===== src/sv/owtsc_pkg.sv =====
// Types, codes and arithmetic helpers shared by the scratchpad checker.
package owtsc_pkg;

   localparam logic [1:0] CMD_INIT = 2'd0;
   localparam logic [1:0] CMD_BYTE = 2'd1;
   localparam logic [1:0] CMD_FAIL = 2'd2;

   localparam logic [7:0] CRC_POLY        = 8'h8C;
   localparam logic [7:0] ERR_LIMIT_RESET = 8'd3;
   localparam logic [7:0] ERR_CNT_MAX     = 8'hFF;

   typedef enum logic [2:0] {
      ST_OK        = 3'd0,
      ST_NO_DEVICE = 3'd1,
      ST_TIMEOUT   = 3'd2,
      ST_READ_ERR  = 3'd3,
      ST_CRC_ERR   = 3'd4,
      ST_REJECTED  = 3'd5
   } status_type;

   typedef enum logic [2:0] {
      LINK_UNINIT  = 3'b001,
      LINK_ONLINE  = 3'b010,
      LINK_OFFLINE = 3'b100
   } link_type;

   typedef struct packed {
      logic [1:0] cmd;
      logic [7:0] data_byte;
      logic       presence;
      logic       failure_kind;
   } item_type;

   typedef struct packed {
      status_type         status;
      logic signed [15:0] temperature_centi;
      logic               online;
      logic [7:0]         error_count;
      logic               cached_valid;
   } result_type;

   function automatic logic [7:0] crc8_byte(input logic [7:0] crc_i, input logic [7:0] b);
      logic [7:0] c;
      logic       mix;
      c = crc_i;
      for (int k = 0; k < 8; k++) begin
         mix = c[0] ^ b[k];
         c   = c >> 1;
         if (mix) begin
            c = c ^ CRC_POLY;
         end
      end
      return c;
   endfunction

   function automatic logic signed [15:0] to_centi(input logic [7:0] lo, input logic [7:0] hi);
      logic signed [15:0] raw;
      logic signed [23:0] prod;
      logic signed [23:0] adj;
      logic signed [23:0] q;
      raw  = signed'({hi, lo});
      prod = 24'(raw) * 24'sd100;
      adj  = prod + (prod[23] ? 24'sd15 : 24'sd0);
      q    = adj >>> 4;
      if (q > 24'sd32767) begin
         return 16'sh7FFF;
      end else if (q < -24'sd32768) begin
         return 16'sh8000;
      end
      return q[15:0];
   endfunction

endpackage


===== src/sv/owtsc_core.sv =====
// Frame state, CRC, checks, error counting and temperature cache.
module owtsc_core
   import owtsc_pkg::*;
#(
   parameter int FRAME_BYTES = 9
) (
   input  logic       clock,
   input  logic       reset,
   input  logic       advance,
   input  item_type   item,
   input  logic [7:0] error_limit,
   output logic       res_valid,
   output result_type res
);

   localparam int IDX_W = $clog2(FRAME_BYTES);
   localparam logic [IDX_W-1:0] LAST_IDX = IDX_W'(FRAME_BYTES - 1);

   link_type           link_ff, link_in;
   logic [7:0]         err_cnt_ff, err_cnt_in;
   logic [7:0]         crc_ff, crc_in;
   logic [IDX_W-1:0]   idx_ff, idx_in;
   logic               ones_ff, ones_in;
   logic               zeros_ff, zeros_in;
   logic [7:0]         raw_lo_ff, raw_lo_in;
   logic [7:0]         raw_hi_ff, raw_hi_in;
   logic signed [15:0] temp_ff, temp_in;
   logic               cache_ok_ff, cache_ok_in;

   logic [7:0]         cnt_inc;
   logic               ones_upd;
   logic               zeros_upd;
   status_type         status;

   always_comb begin
      link_in     = link_ff;
      err_cnt_in  = err_cnt_ff;
      crc_in      = crc_ff;
      idx_in      = idx_ff;
      ones_in     = ones_ff;
      zeros_in    = zeros_ff;
      raw_lo_in   = raw_lo_ff;
      raw_hi_in   = raw_hi_ff;
      temp_in     = temp_ff;
      cache_ok_in = cache_ok_ff;
      res_valid   = 1'b0;
      status      = ST_OK;

      cnt_inc   = (err_cnt_ff == ERR_CNT_MAX) ? err_cnt_ff : err_cnt_ff + 8'd1;
      ones_upd  = ones_ff & (item.data_byte == 8'hFF);
      zeros_upd = zeros_ff & (item.data_byte == 8'h00);

      case (item.cmd) inside
         CMD_INIT: begin
            crc_in    = '0;
            idx_in    = '0;
            ones_in   = 1'b1;
            zeros_in  = 1'b1;
            res_valid = 1'b1;
            if (item.presence) begin
               link_in    = LINK_ONLINE;
               err_cnt_in = '0;
               status     = ST_OK;
            end else begin
               link_in = LINK_OFFLINE;
               status  = ST_NO_DEVICE;
            end
         end
         CMD_BYTE, CMD_FAIL: begin
            if (link_ff != LINK_ONLINE) begin
               res_valid = 1'b1;
               status    = ST_REJECTED;
            end else if (item.cmd == CMD_FAIL) begin
               crc_in     = '0;
               idx_in     = '0;
               ones_in    = 1'b1;
               zeros_in   = 1'b1;
               err_cnt_in = cnt_inc;
               if (cnt_inc >= error_limit) begin
                  link_in = LINK_OFFLINE;
               end
               res_valid = 1'b1;
               status    = item.failure_kind ? ST_TIMEOUT : ST_NO_DEVICE;
            end else begin
               if (idx_ff == IDX_W'(0)) begin
                  raw_lo_in = item.data_byte;
               end
               if (idx_ff == IDX_W'(1)) begin
                  raw_hi_in = item.data_byte;
               end
               if (idx_ff != LAST_IDX) begin
                  ones_in  = ones_upd;
                  zeros_in = zeros_upd;
                  crc_in   = crc8_byte(crc_ff, item.data_byte);
                  idx_in   = idx_ff + IDX_W'(1);
               end else begin
                  crc_in    = '0;
                  idx_in    = '0;
                  ones_in   = 1'b1;
                  zeros_in  = 1'b1;
                  res_valid = 1'b1;
                  if (ones_upd || zeros_upd || (crc_ff != item.data_byte)) begin
                     err_cnt_in = cnt_inc;
                     if (cnt_inc >= error_limit) begin
                        link_in = LINK_OFFLINE;
                     end
                     status = (ones_upd || zeros_upd) ? ST_READ_ERR : ST_CRC_ERR;
                  end else begin
                     err_cnt_in  = '0;
                     temp_in     = to_centi(raw_lo_ff, raw_hi_ff);
                     cache_ok_in = 1'b1;
                     status      = ST_OK;
                  end
               end
            end
         end
         default: begin
            res_valid = 1'b0;
         end
      endcase

      res.status            = status;
      res.temperature_centi = temp_in;
      res.online            = (link_in == LINK_ONLINE);
      res.error_count       = err_cnt_in;
      res.cached_valid      = cache_ok_in;
   end

   always_ff @(posedge clock) begin
      if (reset) begin
         link_ff     <= LINK_UNINIT;
         err_cnt_ff  <= '0;
         crc_ff      <= '0;
         idx_ff      <= '0;
         ones_ff     <= 1'b1;
         zeros_ff    <= 1'b1;
         temp_ff     <= '0;
         cache_ok_ff <= 1'b0;
      end else if (advance) begin
         link_ff     <= link_in;
         err_cnt_ff  <= err_cnt_in;
         crc_ff      <= crc_in;
         idx_ff      <= idx_in;
         ones_ff     <= ones_in;
         zeros_ff    <= zeros_in;
         temp_ff     <= temp_in;
         cache_ok_ff <= cache_ok_in;
      end
   end

   always_ff @(posedge clock) begin
      if (advance) begin
         raw_lo_ff <= raw_lo_in;
         raw_hi_ff <= raw_hi_in;
      end
   end

endmodule


===== config.mk =====
export PLATFORM = sky130hd
export DESIGN_NAME = owtsc_core
export DESIGN_NICKNAME = d
export VERILOG_FILES = /design/src/sv/owtsc_pkg.sv /design/src/sv/owtsc_core.sv
export SDC_FILE = /design/constraint.sdc
export NUM_CORES = 1
export LEC_CHECK = 0
export BUFFER_PORTS_ARGS = -buffer_cell sky130_fd_sc_hd__buf_2
export CORE_MARGIN = 2
export CORE_UTILIZATION = 60
export DETAILED_ROUTE_END_ITERATION = 7
export PLACE_DENSITY = 0.83
export REMOVE_ABC_BUFFERS = 1
export SYNTH_ARGS = -nofsm -noshare
export SYNTH_HDL_FRONTEND = slang
export SYNTH_SLANG_ARGS = --single-unit

===== constraint.sdc =====
create_clock -name clock -period 12.7 [get_ports clock]
set_clock_uncertainty 0.15 [all_clocks]
set_input_delay 3.175 -clock clock [delete_from_list [all_inputs] [get_ports clock]]
set_output_delay 3.175 -clock clock [all_outputs]
set_load 0.01 [all_outputs]

==> run summary <==
- **H-Tree Level Count** 3
- **endpoints failing setup** 0
- **Core Area** 8720 um2
- **type of the worst min-delay path** flop to flop
- **MaxCap Viol Count** 0
- **Post-Synth Adder-Cell Area** 0.200
- **weighted congestion reported at the end of routability-driven placement** 0.902
- **first-pass iteration count of the detailed router** 5
- **library cell appearing most often on the critical path** sky130_fd_sc_hd__ha_1
- **cell area after synthesis** 5410 um2
- **portion of synthesized cell area occupied by the leading cell type** 0.155
- **setup repair after global routing missed its margin** no
- **worst hold slack across all endpoints** 0.319 ns
- **maximum clock frequency** 0.101 GHz
- **CP startpoint kind** flop
- **via density per instance** 6.13
- **fraction of synthesis flops using an asynchronous set or reset pin** 0
- **cell types occupying the most area after synthesis** sky130_fd_sc_hd__dfxtp_1 16%, sky130_fd_sc_hd__ha_1 15%, sky130_fd_sc_hd__edfxtp_1 8.9%
- **CTS root buffer** sky130_fd_sc_hd__clkbuf_8
- **Final ANT Viol Nets** 0
- **area of the die** 9790 um2
- **area growth from synthesis to layout** 9.23%
- **final core occ** 0.677
- **global-route wire length before repair** 21.5 mm
- **number of cells produced by synthesis** 620
- **data arrival at the endpoint of the critical path** 6.58 ns
- **number of buffers inserted by hold repair at cts** 0
- **final global-route overflow total** 0
- **FF+latch count, synth** 58
- **post-synth top area cell** sky130_fd_sc_hd__dfxtp_1
- **commonest cells after routing, fill and taps aside** 64 x sky130_fd_sc_hd__ha_1, 63 x sky130_fd_sc_hd__nand2_1, 56 x sky130_fd_sc_hd__nor2_1
- **Clk pin slew, worst setup/hold paths** 0.07 ns
- **reg-to-reg setup timing slack** 6.31 ns
- **TritonCTS clock tree** yes
- **dominant combinational cell family by area after synthesis** compound AO/OA/AOI/OAI gates
- **Routed Wire Length** 12.4 mm
- **number of diodes added for antenna fixing** 0
- **maximum vdd drop** 0.0508 mV
- **final-report max-slew violation count** 0
- **number of nets in the finished design** 759
- **total number of vias** 4723
- **Hold Violations, Final** 0
- **Static Leak** 2.51 nW
- **initial core utilization** 0.620
- **ratio of final minimum period to clock period** 0.780
- **CP Class** flop to output port
- **overall die width** 98.9 um
- **post-detailed-route DRC marker count** 0
- **maximum root-to-sink buffer count** 2
- **Avg Cell Area, Syn** 8.72 um2
- **time the final worst path needs with I/O delays and setup** 9.91 ns
- **number of sinks driven by the clock tree** 58
- **max_slew headroom** 0.220
- **Register-to-Register Path Depth** 22
- **fraction of final layout cells with drive strength greater than 1** 0.148
- **synthesized-area fraction occupied by ao, oa, aoi and oai cells** 0.215
- **GRT Resource Usage Total** 0.264
- **Warnings, synthesis** 0
- **setup_tns** 0 ns
- **initial antenna violation count** 0
- **TritonCTS Buffers** 9
- **area share of and/or/nand/nor cells after synthesis** 0.184
- **count of cell types in the netlist** 71
- **critical path's top delay family** adder cells
- **cell breakdown of the critical path** ha_1, fa_1, ha_1, ha_1, inv_1, fa_1, nor2b_1, o2111ai_1, a211oi_2, o21ba_2, nor2_1, xnor2_4, inv_1, ha_1, nand2_1, nor2_1, nor3_1, o21ai_1, o211ai_1, or4_1, a21oi_1, nand3_1, o211ai_1, buf_2
- **average wire length per cell after detail routing** 16.1 um
- **via count of the first global-routing pass** 4728
- **total half-perimeter wirelength after legalization and detailed placement** 9.69 mm
- **I/O pin cnt** 53
- **pin count of the biggest net entering global routing** 28
- **worst-case hold path end point** temp_ff[14]
- **Post-Synth XOR/XNOR Area** 0.0974
- **endpoint class of the critical path** output port
- **Slew @ Worst Pin** 1.17 ns
- **stage delay of the slowest cell on the critical path** 0.60 ns
- **Reg2Reg Capture Point** temp_ff[0]
- **sequential area share after synthesis** 0.244
- **status** completed
- **number of flops mapped to enable cells by yosys** 16
- **clock network latency to the later pin of the worst-skew pair** 0.33 ns
- **Hold Crit Depth** 2
- **Worst EP required** 9.38 ns
- **worst reg2reg startpoint** raw_lo_ff[2]
- **power density of the placed cells** 71.3 nW/um2
- **most common library cell in the layout ignoring fill and taps** sky130_fd_sc_hd__ha_1
- **highest fanout seen on the critical path** 11
- **Die Ht** 98.9 um
- **cell with the largest stage delay on the worst path** sky130_fd_sc_hd__or4_1
- **total setup buffers inserted after CTS** 0
- **FP Rows** 34
- **prevailing post-synth register cell** sky130_fd_sc_hd__dfxtp_1
- **number of buffers added on ports** 52
- **Resized cells post-CTS** 0
- **multiplexer area fraction after synthesis** 0.00949
- **number of fillers in the final layout** 676
- **DRC marker count from the first detailed-route iteration** 198
- **Buf+Inv Stages, Crit Path** 3
- **beginning of the worst hold path** temp_ff[14]
-- cell usage after synthesis (4+ instances only) --
library cell,count
sky130_fd_sc_hd__a211oi_1,4
sky130_fd_sc_hd__a21o_1,8
sky130_fd_sc_hd__a21oi_1,33
sky130_fd_sc_hd__a22o_1,9
sky130_fd_sc_hd__a22oi_1,15
sky130_fd_sc_hd__and2_1,5
sky130_fd_sc_hd__buf_2,6
sky130_fd_sc_hd__clkbuf_1,14
sky130_fd_sc_hd__dfxtp_1,42
sky130_fd_sc_hd__edfxtp_1,16
sky130_fd_sc_hd__fa_1,14
sky130_fd_sc_hd__ha_1,64
sky130_fd_sc_hd__inv_1,35
sky130_fd_sc_hd__mux2i_1,4
sky130_fd_sc_hd__nand2_1,63
sky130_fd_sc_hd__nand2b_1,8
sky130_fd_sc_hd__nand3_1,17
sky130_fd_sc_hd__nand4_1,10
sky130_fd_sc_hd__nor2_1,56
sky130_fd_sc_hd__nor2b_1,7
sky130_fd_sc_hd__nor3_1,9
sky130_fd_sc_hd__o211ai_1,20
sky130_fd_sc_hd__o211ai_2,11
sky130_fd_sc_hd__o21a_1,4
sky130_fd_sc_hd__o21ai_0,15
sky130_fd_sc_hd__o21ai_1,4
sky130_fd_sc_hd__o21bai_1,4
sky130_fd_sc_hd__o311ai_0,4
sky130_fd_sc_hd__or2_2,4
sky130_fd_sc_hd__or4_1,4
sky130_fd_sc_hd__xnor2_1,39
sky130_fd_sc_hd__xor2_1,18
-- logic make-up (layout without fill, tap and decap cells) --
logic type | count (synthesis) | after routing
DFF | 58 | 58
xor gates and xnor gates | 58 | 58
buffers and inverters | 62 | 105
AOI/OAI and AO/OA | 156 | 156
adders and majority gates | 78 | 78
muxes | 5 | 5
and+or+nand+nor | 203 | 203
-- metal layers --
layer	wire, um	GRT usage
met2	5960	0.443
met4	490	0.124
met3	538	0.0376
met1	5440	0.335
met5	0	0
-- through the flow --
stage | instance area (um2) | power [mW] | std cells | setup slack (ns)
after floorplan | 5270 | 0.225 | 593 | 3.78
after global placement | 5680 | 0.237 | 755 | 3.31
after detailed placement | 5680 | 0.239 | 755 | 3.22
after CTS | 5910 | 0.425 | 771 | 2.83
after global routing | 5910 | 0.435 | 771 | 2.39
final | 5910 | 0.421 | 771 | 2.79
-- flip-flops by register name (all words and copies together), names as in the netlist --
name / flops
link_ff: 3
crc_ff: 8
ones_ff: 1
raw_hi_ff: 8
err_cnt_ff: 8
temp_ff: 16
zeros_ff: 1
raw_lo_ff: 8
cache_ok_ff: 1
idx_ff: 4
-- report_power, final --
group | internal [mW] | total [mW] | switching, mW
combinational | 0.0175 | 0.0424 | 0.0249
sequential | 0.192 | 0.193 | 0.00141
clock | 0.113 | 0.186 | 0.0721
total | 0.323 | 0.421 | 0.0984
-- how the worst max path moves through the flow --
stage | start | end | cells past startpoint
2_1_floorplan | item[6] | res[1] | 8
3_3_place_gp | item[6] | res[1] | 10
3_5_place_dp | raw_lo_ff[2] | res[24] | 23
4_1_cts | raw_hi_ff[7] | res[24] | 22
5_1_grt | raw_lo_ff[2] | res[24] | 24
6_report | raw_lo_ff[2] | res[24] | 24
-- cell type report --
cell class                      count  area [um2]  area share
Multi-Input combinational cell    500        3820       0.647
Tap cell                          108         135      0.0229
Inverter                           35         131      0.0222
Sequential cell                    58        1320       0.224
Clock inverter                      3        43.8     0.00741
Timing Repair Buffer               54         275      0.0466
Clock buffer                       13         180      0.0305
-- worst register-to-register path, delay by kind of cell, from the launching register on --
kind                     cells  cell delay (ns)
AO/OA/AOI/OAI                6             1.39
XOR/XNOR                     1             0.31
flip-flops                   1             0.50
AND/OR/NAND/NOR              7             1.71
adder cells (fa/ha/maj)      6             1.99
buffers and inverters        2             0.20
(Power assumes the default switching activity.)
